### config.mk
export PLATFORM = sky130hd
export DESIGN_NAME = utf8_to_utf16be_transcoder_top
export DESIGN_NICKNAME = d
export VERILOG_FILES = /design/src/u8u16_pkg.sv /design/src/u8u16_step.sv /design/src/u8u16_queue.sv /design/src/utf8_to_utf16be_transcoder_top.sv
export SDC_FILE = /design/constraint.sdc
export NUM_CORES = 1
export LEC_CHECK = 0
export BUFFER_PORTS_ARGS = -buffer_cell sky130_fd_sc_hd__buf_4
export CELL_PAD_IN_SITES_DETAIL_PLACEMENT = 1
export CELL_PAD_IN_SITES_GLOBAL_PLACEMENT = 2
export CORE_MARGIN = 4
export CORE_UTILIZATION = 42
export CTS_CLUSTER_SIZE = 28
export DETAILED_ROUTE_END_ITERATION = 7
export PLACE_DENSITY_LB_ADDON = 0.1
export SYNTH_ARGS = -nofsm -noshare
export SYNTH_HDL_FRONTEND = slang
export SYNTH_SLANG_ARGS = --single-unit
### constraint.sdc
create_clock -name clk -period 10.72 [get_ports clk]
set_clock_uncertainty 0.15 [all_clocks]
set_input_delay 0.536 -clock clk [delete_from_list [all_inputs] [get_ports clk]]
set_output_delay 0.536 -clock clk [all_outputs]
set_load 0.01 [all_outputs]
### src/u8u16_pkg.sv
// ----------------------------------------------------------------------------
// u8u16_pkg
// Shared types, constants and decode tables for the UTF-8 to UTF-16 transcoder.
// ----------------------------------------------------------------------------
package u8u16_pkg;

  localparam int unsigned CapW   = 16;
  localparam int unsigned UnitW  = 16;
  localparam int unsigned AccumW = 21;
  localparam int unsigned DfaW   = 4;

  localparam logic [CapW-1:0]  CAP_RESET  = 16'd256;
  localparam logic [DfaW-1:0]  DFA_ACCEPT = 4'd0;
  localparam logic [DfaW-1:0]  DFA_REJECT = 4'd1;
  localparam logic [DfaW-1:0]  DFA_LAST   = 4'd8;
  localparam logic [UnitW-1:0] LEAD_BASE  = 16'hD7C0;  // 0xD800 - (0x10000 >> 10)
  localparam logic [5:0]       TRAIL_HI   = 6'b110111; // 0xDC00 >> 10

  typedef enum logic [1:0] {
    END_NORMAL    = 2'd0,
    END_INVALID   = 2'd1,
    END_FULL      = 2'd2,
    END_TRUNCATED = 2'd3
  } end_status_t;

  // One result item
  typedef struct packed {
    logic [UnitW-1:0] code_unit;
    logic             is_last;
    end_status_t      end_status;
  } result_t;

  // Per-string decode state
  typedef struct packed {
    logic [DfaW-1:0]   dfa_state;
    logic [AccumW-1:0] code_accum;
    logic [CapW-1:0]   units_left;
    logic              discarding;
  } str_state_t;

  // Results of one byte: count of valid results, then up to two of them
  typedef struct packed {
    logic [1:0] n_push;
    result_t    res0;
    result_t    res1;
  } step_out_t;

  // Transition rows, entry for class c at bits [4c+3:4c]
  localparam logic [47:0] NS_ROW0 = 48'h641117853210;
  localparam logic [47:0] NS_ROW1 = 48'h111111111111;
  localparam logic [47:0] NS_ROW2 = 48'h110101111101;
  localparam logic [47:0] NS_ROW3 = 48'h112121111121;
  localparam logic [47:0] NS_ROW4 = 48'h111121111111;
  localparam logic [47:0] NS_ROW5 = 48'h112111111121;
  localparam logic [47:0] NS_ROW6 = 48'h113131111111;
  localparam logic [47:0] NS_ROW7 = 48'h113131111131;
  localparam logic [47:0] NS_ROW8 = 48'h111111111131;

  function automatic logic [3:0] byte_class(input logic [7:0] b);
    logic [3:0] c;
    if (b <= 8'h7F)      c = 4'd0;
    else if (b <= 8'h8F) c = 4'd1;
    else if (b <= 8'h9F) c = 4'd9;
    else if (b <= 8'hBF) c = 4'd7;
    else if (b <= 8'hC1) c = 4'd8;
    else if (b <= 8'hDF) c = 4'd2;
    else if (b == 8'hE0) c = 4'd10;
    else if (b == 8'hED) c = 4'd4;
    else if (b <= 8'hEF) c = 4'd3;
    else if (b == 8'hF0) c = 4'd11;
    else if (b <= 8'hF3) c = 4'd6;
    else if (b == 8'hF4) c = 4'd5;
    else                 c = 4'd8;
    return c;
  endfunction

  function automatic logic [DfaW-1:0] next_state(input logic [DfaW-1:0] st,
                                                 input logic [3:0] cls);
    logic [47:0] row;
    logic [47:0] sh;
    case (st)
      4'd0:    row = NS_ROW0;
      4'd2:    row = NS_ROW2;
      4'd3:    row = NS_ROW3;
      4'd4:    row = NS_ROW4;
      4'd5:    row = NS_ROW5;
      4'd6:    row = NS_ROW6;
      4'd7:    row = NS_ROW7;
      4'd8:    row = NS_ROW8;
      default: row = NS_ROW1;
    endcase
    sh = row >> {cls, 2'b00};
    return sh[DfaW-1:0];
  endfunction

  function automatic str_state_t rearm(input logic [CapW-1:0] cap);
    str_state_t s;
    s.dfa_state  = DFA_ACCEPT;
    s.code_accum = '0;
    s.units_left = cap;
    s.discarding = 1'b0;
    return s;
  endfunction

endpackage

### src/u8u16_step.sv
// ----------------------------------------------------------------------------
// u8u16_step
// Decode one UTF-8 byte against the string state: next state and results.
// ----------------------------------------------------------------------------
module u8u16_step (
  input  u8u16_pkg::str_state_t      st,
  input  logic [7:0]                 in_byte,
  input  logic [u8u16_pkg::CapW-1:0] capacity,
  output u8u16_pkg::str_state_t      st_next,
  output u8u16_pkg::step_out_t       step_out
);
  import u8u16_pkg::*;

  logic [DfaW-1:0]   dfa_cur;
  logic [3:0]        cls;
  logic [7:0]        lead_mask;
  logic [AccumW-1:0] accum_new;
  logic [DfaW-1:0]   dfa_new;
  logic              is_nul;
  logic              is_bmp;
  result_t           term;

  assign is_nul    = (in_byte == 8'd0);
  assign dfa_cur   = (st.dfa_state > DFA_LAST) ? DFA_REJECT : st.dfa_state;
  assign cls       = byte_class(in_byte);
  assign lead_mask = 8'hFF >> cls;
  assign accum_new = (dfa_cur != DFA_ACCEPT)
                     ? {st.code_accum[AccumW-7:0], in_byte[5:0]}
                     : {13'd0, lead_mask & in_byte};
  assign dfa_new   = next_state(dfa_cur, cls);
  assign is_bmp    = (accum_new[AccumW-1:UnitW] == '0);

  always_comb begin
    st_next           = st;
    term.code_unit    = '0;
    term.is_last      = 1'b1;
    term.end_status   = END_NORMAL;
    step_out.n_push   = 2'd0;
    step_out.res0     = term;
    step_out.res1     = term;
    if (st.discarding) begin
      // drop everything until NUL
      if (is_nul) begin
        st_next = rearm(capacity);
      end
    end else if (is_nul) begin
      step_out.n_push          = 2'd1;
      step_out.res0.end_status = (st.dfa_state == DFA_ACCEPT) ? END_NORMAL : END_TRUNCATED;
      st_next                  = rearm(capacity);
    end else if (st.units_left <= 16'd1) begin
      step_out.n_push          = 2'd1;
      step_out.res0.end_status = END_FULL;
      st_next.discarding       = 1'b1;
    end else begin
      st_next.dfa_state  = dfa_new;
      st_next.code_accum = accum_new;
      if (dfa_new == DFA_REJECT) begin
        step_out.n_push          = 2'd1;
        step_out.res0.end_status = END_INVALID;
        st_next.discarding       = 1'b1;
      end else if (dfa_new == DFA_ACCEPT) begin
        if (is_bmp) begin
          step_out.n_push         = 2'd1;
          step_out.res0.code_unit = accum_new[UnitW-1:0];
          step_out.res0.is_last   = 1'b0;
          st_next.units_left      = st.units_left - 16'd1;
        end else if (st.units_left > 16'd2) begin
          step_out.n_push         = 2'd2;
          step_out.res0.code_unit = LEAD_BASE + {5'd0, accum_new[AccumW-1:10]};
          step_out.res0.is_last   = 1'b0;
          step_out.res1.code_unit = {TRAIL_HI, accum_new[9:0]};
          step_out.res1.is_last   = 1'b0;
          st_next.units_left      = st.units_left - 16'd2;
        end else begin
          step_out.n_push          = 2'd1;
          step_out.res0.end_status = END_FULL;
          st_next.discarding       = 1'b1;
        end
      end
    end
  end

endmodule

### src/u8u16_queue.sv
// ----------------------------------------------------------------------------
// u8u16_queue
// Four-entry result queue: takes up to two requests per cycle, gives one.
// ----------------------------------------------------------------------------
module u8u16_queue (
  input  logic                clk,
  input  logic                rst,
  input  logic [1:0]          push_n,
  input  u8u16_pkg::result_t  push0,
  input  u8u16_pkg::result_t  push1,
  input  logic                pop,
  output u8u16_pkg::result_t  head,
  output logic                not_empty,
  output logic                almost_full,
  output logic [2:0]          level
);
  import u8u16_pkg::*;

  result_t    slots [4];
  logic [1:0] rd_ptr;
  logic [1:0] wr_ptr;
  logic [1:0] wr_ptr1;
  logic [2:0] count;
  logic [2:0] count_next;

  assign wr_ptr1     = wr_ptr + 2'd1;
  assign head        = slots[rd_ptr];
  assign not_empty   = (count != 3'd0);
  assign almost_full = (count > 3'd2);
  assign level       = count;
  assign count_next  = count + {1'b0, push_n} - {2'b00, pop};

  always_ff @(posedge clk) begin
    if (push_n != 2'd0) begin
      slots[wr_ptr] <= push0;
    end
    if (push_n == 2'd2) begin
      slots[wr_ptr1] <= push1;
    end
  end

  always_ff @(posedge clk) begin
    if (rst) begin
      rd_ptr <= '0;
      wr_ptr <= '0;
      count  <= '0;
    end else begin
      wr_ptr <= wr_ptr + push_n;
      rd_ptr <= rd_ptr + {1'b0, pop};
      count  <= count_next;
    end
  end

endmodule

### src/utf8_to_utf16be_transcoder_top.sv
// ----------------------------------------------------------------------------
// utf8_to_utf16be_transcoder_top
// UTF-8 byte stream in, UTF-16 code units with a flagged terminator out.
// ----------------------------------------------------------------------------
// Usage
//   Input channel (in_valid / in_stall / in_byte): one UTF-8 byte per request.
//   A zero byte ends the string.
//   Output channel (out_valid / out_stall / code_unit, is_last, end_status):
//   one UTF-16 code unit per request; each string closes with a zero unit
//   flagged is_last, whose end_status tells normal end, invalid sequence,
//   buffer full or truncated sequence.
//   Configuration channel (cfg_valid / cfg_ready / capacity_units): sets the
//   buffer size in units, terminator included, and rearms the string state.
//   cfg_ready is always high; write only while the block is idle.
//   Latency: results of a byte are offered at the earliest the cycle after it
//   is accepted, behind any requests already queued.
//   Throughput: one byte per cycle while in_stall is low. A supplementary
//   code point gives a surrogate pair and so takes two output requests.
//   The bytes are decoded at acceptance and the results land in a four-entry
//   queue; in_stall rises when fewer than two entries are free, so a stalled
//   receiver holds back the sender once three requests wait. Bytes that give
//   no request (continuation bytes, discarded bytes) are held back as well.
//   Reset: queue empty, capacity 256, decoder in its accept state.
// ----------------------------------------------------------------------------
module utf8_to_utf16be_transcoder_top (
  input  logic                        clk,
  input  logic                        rst,
  input  logic                        in_valid,
  output logic                        in_stall,
  input  logic [7:0]                  in_byte,
  output logic                        out_valid,
  input  logic                        out_stall,
  output logic [u8u16_pkg::UnitW-1:0] code_unit,
  output logic                        is_last,
  output logic [1:0]                  end_status,
  input  logic                        cfg_valid,
  output logic                        cfg_ready,
  input  logic [u8u16_pkg::CapW-1:0]  capacity_units
);
  import u8u16_pkg::*;

  logic [CapW-1:0] capacity;
  str_state_t      str_state;
  str_state_t      str_state_next;
  step_out_t       step_out;
  result_t         head;
  logic            in_take;
  logic            out_take;
  logic            cfg_take;
  logic            q_not_empty;
  logic            q_almost_full;
  logic [2:0]      q_level;
  logic [1:0]      push_n;

  assign cfg_ready = 1'b1;
  assign cfg_take  = cfg_valid & cfg_ready;
  assign in_stall  = q_almost_full;
  assign in_take   = in_valid & ~in_stall;
  assign out_valid = q_not_empty;
  assign out_take  = out_valid & ~out_stall;

  // decode the byte presented on the input against the current string state
  u8u16_step u_step (
    .st       (str_state),
    .in_byte  (in_byte),
    .capacity (capacity),
    .st_next  (str_state_next),
    .step_out (step_out)
  );

  // only an accepted byte produces requests
  assign push_n = in_take ? step_out.n_push : 2'd0;

  u8u16_queue u_queue (
    .clk         (clk),
    .rst         (rst),
    .push_n      (push_n),
    .push0       (step_out.res0),
    .push1       (step_out.res1),
    .pop         (out_take),
    .head        (head),
    .not_empty   (q_not_empty),
    .almost_full (q_almost_full),
    .level       (q_level)
  );

  assign code_unit  = head.code_unit;
  assign is_last    = head.is_last;
  assign end_status = head.end_status;

  // capacity write rearms the string; otherwise advance on each accepted byte
  always_ff @(posedge clk) begin
    if (rst) begin
      capacity  <= CAP_RESET;
      str_state <= rearm(CAP_RESET);
    end else if (cfg_take) begin
      capacity  <= capacity_units;
      str_state <= rearm(capacity_units);
    end else if (in_take) begin
      str_state <= str_state_next;
    end
  end

  // units left never exceed the configured capacity
  a_units_bound: assert property (@(posedge clk) disable iff (rst)
    str_state.units_left <= capacity)
    else $error("units_left above capacity");

  // queue never overflows
  a_queue_bound: assert property (@(posedge clk) disable iff (rst)
    q_level <= 3'd4)
    else $error("result queue overflow");

  // an accepted byte always finds room for two requests
  a_room: assert property (@(posedge clk) disable iff (rst)
    in_take |-> q_level <= 3'd2)
    else $error("byte accepted without room");

  // a terminator carries a zero unit
  a_term_zero: assert property (@(posedge clk) disable iff (rst)
    (out_valid && is_last) |-> code_unit == '0)
    else $error("terminator with non-zero unit");

  // while discarding, no requests are produced
  a_discard_silent: assert property (@(posedge clk) disable iff (rst)
    (in_take && str_state.discarding) |-> push_n == 2'd0)
    else $error("output while discarding");

endmodule

Word-level counts from Yosys, hierarchy flattened
Memory sizes are Yosys's and may differ from the RTL's. A register that Yosys moved wholly into a read port is not among the register bits.
Cells that the tools add are included.
{"block": "classes", "n_addsub": 8, "magnitude_cmp": 12, "n_eq_ne": 11, "shift": 2, "muxes": 55, "bitwise_logic": 5, "reduce_logical": 13}
{"operator": "$mux W17", "n": 11}
{"operator": "$mux W42", "n": 3}
{"operator": "$mux W38", "n": 2}
{"operator": "$le A8 B8 Y1 const B", "n": 7}
{"operator": "$mux W4", "n": 13}
{"operator": "$mux W16", "n": 3}
{"operator": "$shr A48 B6 Y4", "n": 1}
{"operator": "$mux W41", "n": 1}
{"operator": "$mux W19", "n": 2}
{"operator": "$eq A8 B8 Y1 const B", "n": 4}
{"operator": "$mux W2", "n": 11}
{"operator": "$mux W21", "n": 1}
{"operator": "$add A15 B12 Y16 const A", "n": 1}
{"operator": "$gt A16 B2 Y1 const B", "n": 1}
{"operator": "$le A16 B1 Y1 const B", "n": 1}
{"operator": "$sub A16 B1 Y16 const B", "n": 1}
{"operator": "$sub A16 B2 Y16 const B", "n": 1}
{"operator": "$ne A3 B2 Y1 const B", "n": 3}
{"operator": "$and A8 B8 Y8", "n": 1}
{"operator": "$le A8 B7 Y1 const B", "n": 1}
{"operator": "$logic_not A4 Y1", "n": 2}
{"operator": "$logic_not A8 Y1", "n": 1}
{"operator": "$mux W1", "n": 8}
{"operator": "$reduce_bool A4 Y1", "n": 2}
{"operator": "19 further kinds", "n": 24}
{"block": "totals", "ff_bits": 59, "mem_bits_rw": 76, "romBits": 320, "in_bits": 29, "n_memories": 2}
{"memory": "(no name shown)", "words": 16, "width": 20, "rd": 1, "rd_clocked_by_memory_dff": 0, "wr": 0, "line": "u8u16_pkg.sv:81", "rtl": "case (st)"}
{"memory": "u_queue.slots", "words": 4, "width": 19, "rd": 1, "rd_clocked_by_memory_dff": 1, "wr": 2, "line": "u8u16_queue.sv:19", "rtl": "result_t slots [4];"}

Depth between registers and ports, before layout
{"block": "logic_depth", "word_depth": 28, "ltp_mapped": 18}

By module
A second synthesis with hierarchy kept.
{"block": "hier_totals", "hier_cells": 907, "area_unflattened_um2": 8798.4}
{"mod": "u8u16_queue", "n_inst": 1, "cells_per_inst": 226, "area_each_um2": 4174.0, "seq_area_each_um2": 2422.3}
{"mod": "u8u16_step", "n_inst": 1, "cells_per_inst": 420, "area_each_um2": 2448.6, "seq_area_each_um2": 0.0}
{"mod": "utf8_to_utf16be_transcoder_top", "n_inst": 1, "cells_per_inst": 261, "area_each_um2": 2175.8, "seq_area_each_um2": 1161.1}

Least setup slack after synthesis
No wires, ideal clock.
{"block": "synth_path", "path_type": "input port to flip-flop", "from": "in in_byte[4]", "to": "reg u_queue.count[2] (netlist: u_queue.level[2])", "setup_time_ns": 0.128, "arrival_time_ns": 3.627, "required_time_ns": 10.442, "setup_slack_ns": 6.816, "cell_stages": 15, "cell_sequence": "buf_6 -> or4_4 -> a211o_1 -> nand4_1 -> a31oi_1 -> a31oi_1 -> and3_1 -> buf_6 -> buf_4 -> nand2_1 -> ha_1 -> fa_1 -> xnor2_1 -> xnor2_1 -> nor2_1"}
{"block": "synth_between", "elab_chain_cells": 23, "word_cells_on_any_way": 36, "cone_classes": "2 x add/sub; 8 x order compare; 5 x eq/ne; 1 x shift; 18 x mux; 2 x reduce/logical"}
{"element": "start: declaration", "line": "utf8_to_utf16be_transcoder_top.sv:30", "rtl": "input logic [7:0] in_byte,"}
{"element": "branches (longest 18 deep; another with $le A8 B8 Y1)"}
{"element": "$mux W2 (*)", "line": "u8u16_step.sv:46", "rtl": "end else if (is_nul) begin"}
{"element": "$mux W38 (*)", "line": "u8u16_step.sv:41", "rtl": "if (st.discarding) begin"}
{"element": "$mux W2 (*)", "line": "utf8_to_utf16be_transcoder_top.sv:72", "rtl": "assign push_n = in_take ? step_out.n_push : 2'd0;"}
{"element": "$add A3 B2 Y3 (*)", "line": "u8u16_queue.sv:31", "rtl": "assign count_next = count + {1'b0, push_n} - {2'b00, pop};"}
{"element": "$sub A3 B1 Y3 (*)", "line": "u8u16_queue.sv:31"}
{"element": "end signal: assignment", "line": "u8u16_queue.sv:50", "rtl": "count <= count_next;"}
{"element": "end: declaration", "line": "u8u16_queue.sv:23", "rtl": "logic [2:0] count;"}
Mark *: on every way between the ends.
A chain may end at the register's enable or synchronous reset.

==> key figures <==
Clocking
  – Max Buffers Root-to-Sink: 2
  – Post-CTS Resized: 0
  – Clock sink count: 135
  – CTS clk-pin slew, worst paths: 0.06 ns
  – Post-CTS setup repair buffer count: 0
  – Worst-skew pair later-pin latency: 0.43 ns
  – H-tree Lvls: 4
  – Root Driver: clkbuf_16
  – CTS buffer count: 17
  – Hold Buf Count CTS: 0
  – CTS tree: built

Power and ir drop
  – Clock power share: 37.3%
  – Int Pwr: 1.16 mW
  – Flop pwr share: 36.9%
  – Pwr Density: 196 mW/mm^2
  – Psw: 0.509 mW
  – Combinational share of power: 25.7%
  – LEAKAGE: 3.01 nW
  – Sw Share: a little under a third
  – Final Total Pwr: 1.67 mW
  – VDD IR max: 0.143 mV

Status
  – Status: finished, final reports clean

Worst setup path
  – Worst Reg-to-Reg Cells: 11
  – Reg-to-Reg End: u_queue.slots[1][9]$_DFFE_PP_
  – Worst setup EP type: flop
  – FF-to-FF Start: str_state[39]$_SDFFE_PP0P_
  – Worst-path maximum fanout: 28
  – CP Class: flop to flop
  – CP Launch Type: flop
  – R2r setup slk: 5.67 ns
  – CP Launch Point: str_state[39]$_SDFFE_PP0P_
  – Crit path required time: 10.62 ns
  – Worst EP arrival: 4.95 ns

Die
  – Cell row count: 48
  – Initial core utilization: 42.9%
  – Die ar.: 0.0199 sq mm
  – I/O pins: 51
  – Core Area: 0.0174 sq mm
  – Die height: 141 um
  – Die span in x: about 140 um

Final layout
  – Fin area: roughly 0.0085 sq mm
  – Layout Cells excl Fill: 1,018
  – Fin nets: 821
  – Synth-to-layout area growth: 14.4%
  – Diodes inserted: 0
  – Layout cells sized above 1: 18.3%

Synth
  – Post-synth cell types: between 80 and 90
  – Synth top area cells: edfxtp_1, dfxtp_1, mux4_2
  – Post-synthesis sequential area ratio: 44.9%
  – Synth Instances: 759
  – Mapped Area: 0.00745 sq mm
  – Post-synth EDFFs: 64
  – FF+latch count, synth: 135
  – Yosys top cell area share: 25.8%
  – Primary FF master, synth: dfxtp_1
  – Yosys top cell by area: edfxtp_1
  – Asr flop ratio synth: 0%
  – Syn_area_per_cell: ~9.8 sq um
  – Net Count, Synth: 800
  – Yosys warns: 0

Global routing
  – First-pass GRT wire length: 36.1 mm
  – Vias in the first global route: about 6,500
  – GR peak layer: met2
  – Initial antenna violation count: 0
  – Pin count of the biggest net entering global routing: 42
  – Global Route met3 Usage: 3.93%
  – Met2 GRT Util: 39.0%
  – Grt total ovfl: 0
  – M1 GR Usage: 30.4%
  – GRT Total Usage: 23.1%

Min path
  – Hold Startpoint: capacity_units[8]
  – Hold Path Stages: 3
  – Hold Crit Class: input port to flop
  – Hold path endpoint: capacity[8]$_SDFFE_PP1P_

Route
  – Routed wire length: 22.6 mm
  – WL/cell: ~22 um
  – Pre-antenna DRT Iters: 5
  – Vias per cell: 6.17
  – ANT nets after route: 0
  – DRC: 0
  – Iteration-0 DRC Markers: between 400 and 500
  – Vias: 6,278

Placement
  – # placed instances: 986
  – Hpwl dp: 15.8 mm
  – I/O Buffers: 49
  – Placed instance area: between 0.007 and 0.008 sq mm
  – Gpl congestion: 0.841

Timing
  – Worst-margin pin slew: 1.05 ns
  – Worst rel slew slack: between 20% and 30%
  – Fin crit share: 47.1%
  – Fmax: 0.198 GHz
  – Final setup fails: 0
  – Final setup TNS: 0 ns
  – Final min period: 5.05 ns
  – Final Max Tran Viols: 0
  – RSZ-0062 raised after global routing: no
  – Final Hold Vio Count: 0

Flow run
  – Max-cap viol count: 0
-- state kept, by name (all words and copies together) (netlist names) --
signal and flops:
capacity 16, str_state 36, u_queue.level 3, u_queue.rd_ptr 2, u_queue.slots 76, u_queue.wr_ptr 2
-- critical path, cell delays in order, from the launching register on --
cell and delay (ns):
dfxtp_1 0.51, nor2_1 0.11, nand2_1 0.07, buf_4 0.29, nand2_1 0.14, ha_1 0.27
o21a_1 0.30, nor2_1 0.58, nand2_1 0.15, nor3_1 0.58, nand3_1 0.68, nand2_1 0.81
-- per-layer routing --
| layer | wire, um | vias to the layer above |
|---|---|---|
| met5 | 0 | - |
| met4 | 427 | 0 |
| met3 | 888 | 35 |
| met2 | 11000 | 143 |
| met1 | 10300 | 3177 |
| li1 | - | 2923 |
-- Yosys cell counts (8+ instances only) --
cell	instances
ha_1	11
a22oi_1	19
nor2_1	77
xnor2_1	10
clkbuf_1	35
o22ai_1	44
dfxtp_1	71
o21ai_0	43
nand3_1	27
mux2i_1	13
xor2_1	8
mux4_2	19
nand2b_1	10
inv_1	12
nand2_1	62
nor2b_1	9
a21oi_1	33
nor3_1	24
a31oi_1	14
edfxtp_1	64
buf_2	10
-- how the worst max path moves through the flow --
| stage | cells after the start | slack (ns) | to |
|---|---|---|---|
| detailed placement | 11 | 5.74 | u_queue.slots[1][7]$_DFFE_PP_ |
| floorplan | 15 | 6.82 | u_queue.level[2]$_SDFF_PP0_ |
| global route | 11 | 5.12 | u_queue.slots[1][9]$_DFFE_PP_ |
| CTS | 11 | 5.71 | u_queue.slots[1][9]$_DFFE_PP_ |
| global placement | 9 | 5.91 | u_queue.slots[2][14]$_DFFE_PP_ |
| finish | 11 | 5.67 | u_queue.slots[1][9]$_DFFE_PP_ |
-- cells by family (layout without fill, tap and decap cells) --
| logic type | after synthesis | after routing | share of synthesized area (%) |
|---|---|---|---|
| muxes | 33 | 33 | 7.64 |
| buffers and inverters | 69 | 103 | 4.30 |
| xor gates and xnor gates | 18 | 18 | 2.12 |
| adders and majority gates | 12 | 12 | 2.12 |
| other | 1 | 1 | 0.0503 |
| and+or+nand+nor | 268 | 268 | 18.3 |
| AOI/OAI and AO/OA | 223 | 223 | 20.6 |
| DFF | 135 | 135 | 44.9 |
-- power groups by stage --
stage / clock network [mW] / logic (mW) / registers, mW
final: 0.624 / 0.430 / 0.618
after global routing: 0.656 / 0.470 / 0.623
after detailed placement: 0 / 0.430 / 0.628
after global placement: 0 / 0.418 / 0.625
after CTS: 0.631 / 0.435 / 0.618
after floorplan: 0 / 0.295 / 0.611
-- placed cells by master, fill, tap and decap left out, types with 5 or more instances in the layout --
cell type  count
o21ai_0       43
nor3_1        24
nand2_1       62
o31ai_1        5
dfxtp_1       71
edfxtp_1      64
o21ai_1        5
a32oi_1        6
nor2b_1        9
o22ai_2        6
xnor2_1       10
mux4_2        19
o22ai_1       44
inv_1         12
a21oi_1       33
clkbuf_16     17
ha_1          11
mux2i_1       13
nand2b_1      10
a22oi_1       19
xor2_1         8
buf_4         59
o211ai_1       5
and2_1         6
a31oi_1       14
or2_2          7
nor2_1        77
nand3_1       27
nand4_1        5
-- stage by stage --
step,hold slack (ns),worst slack [ns],util [%]
finish,0.196,5.67,49.1
detailed placement,0.296,5.74,45.5
floorplan,0.278,6.82,-
global route,0.211,5.12,49.1
CTS,0.190,5.71,49.1
global placement,0.289,5.91,45.5
-- final cells by class --
class                   count  area [sq um]
inverters                  12          45.0
clock inverters            15           199
flip-flops and latches    135          3340
clock buffers              17           425
well taps                 225           282
multi-input cells         555          3790
fillers                  1936          8830
repair buffers             59           443
(Power assumes the default switching activity.)
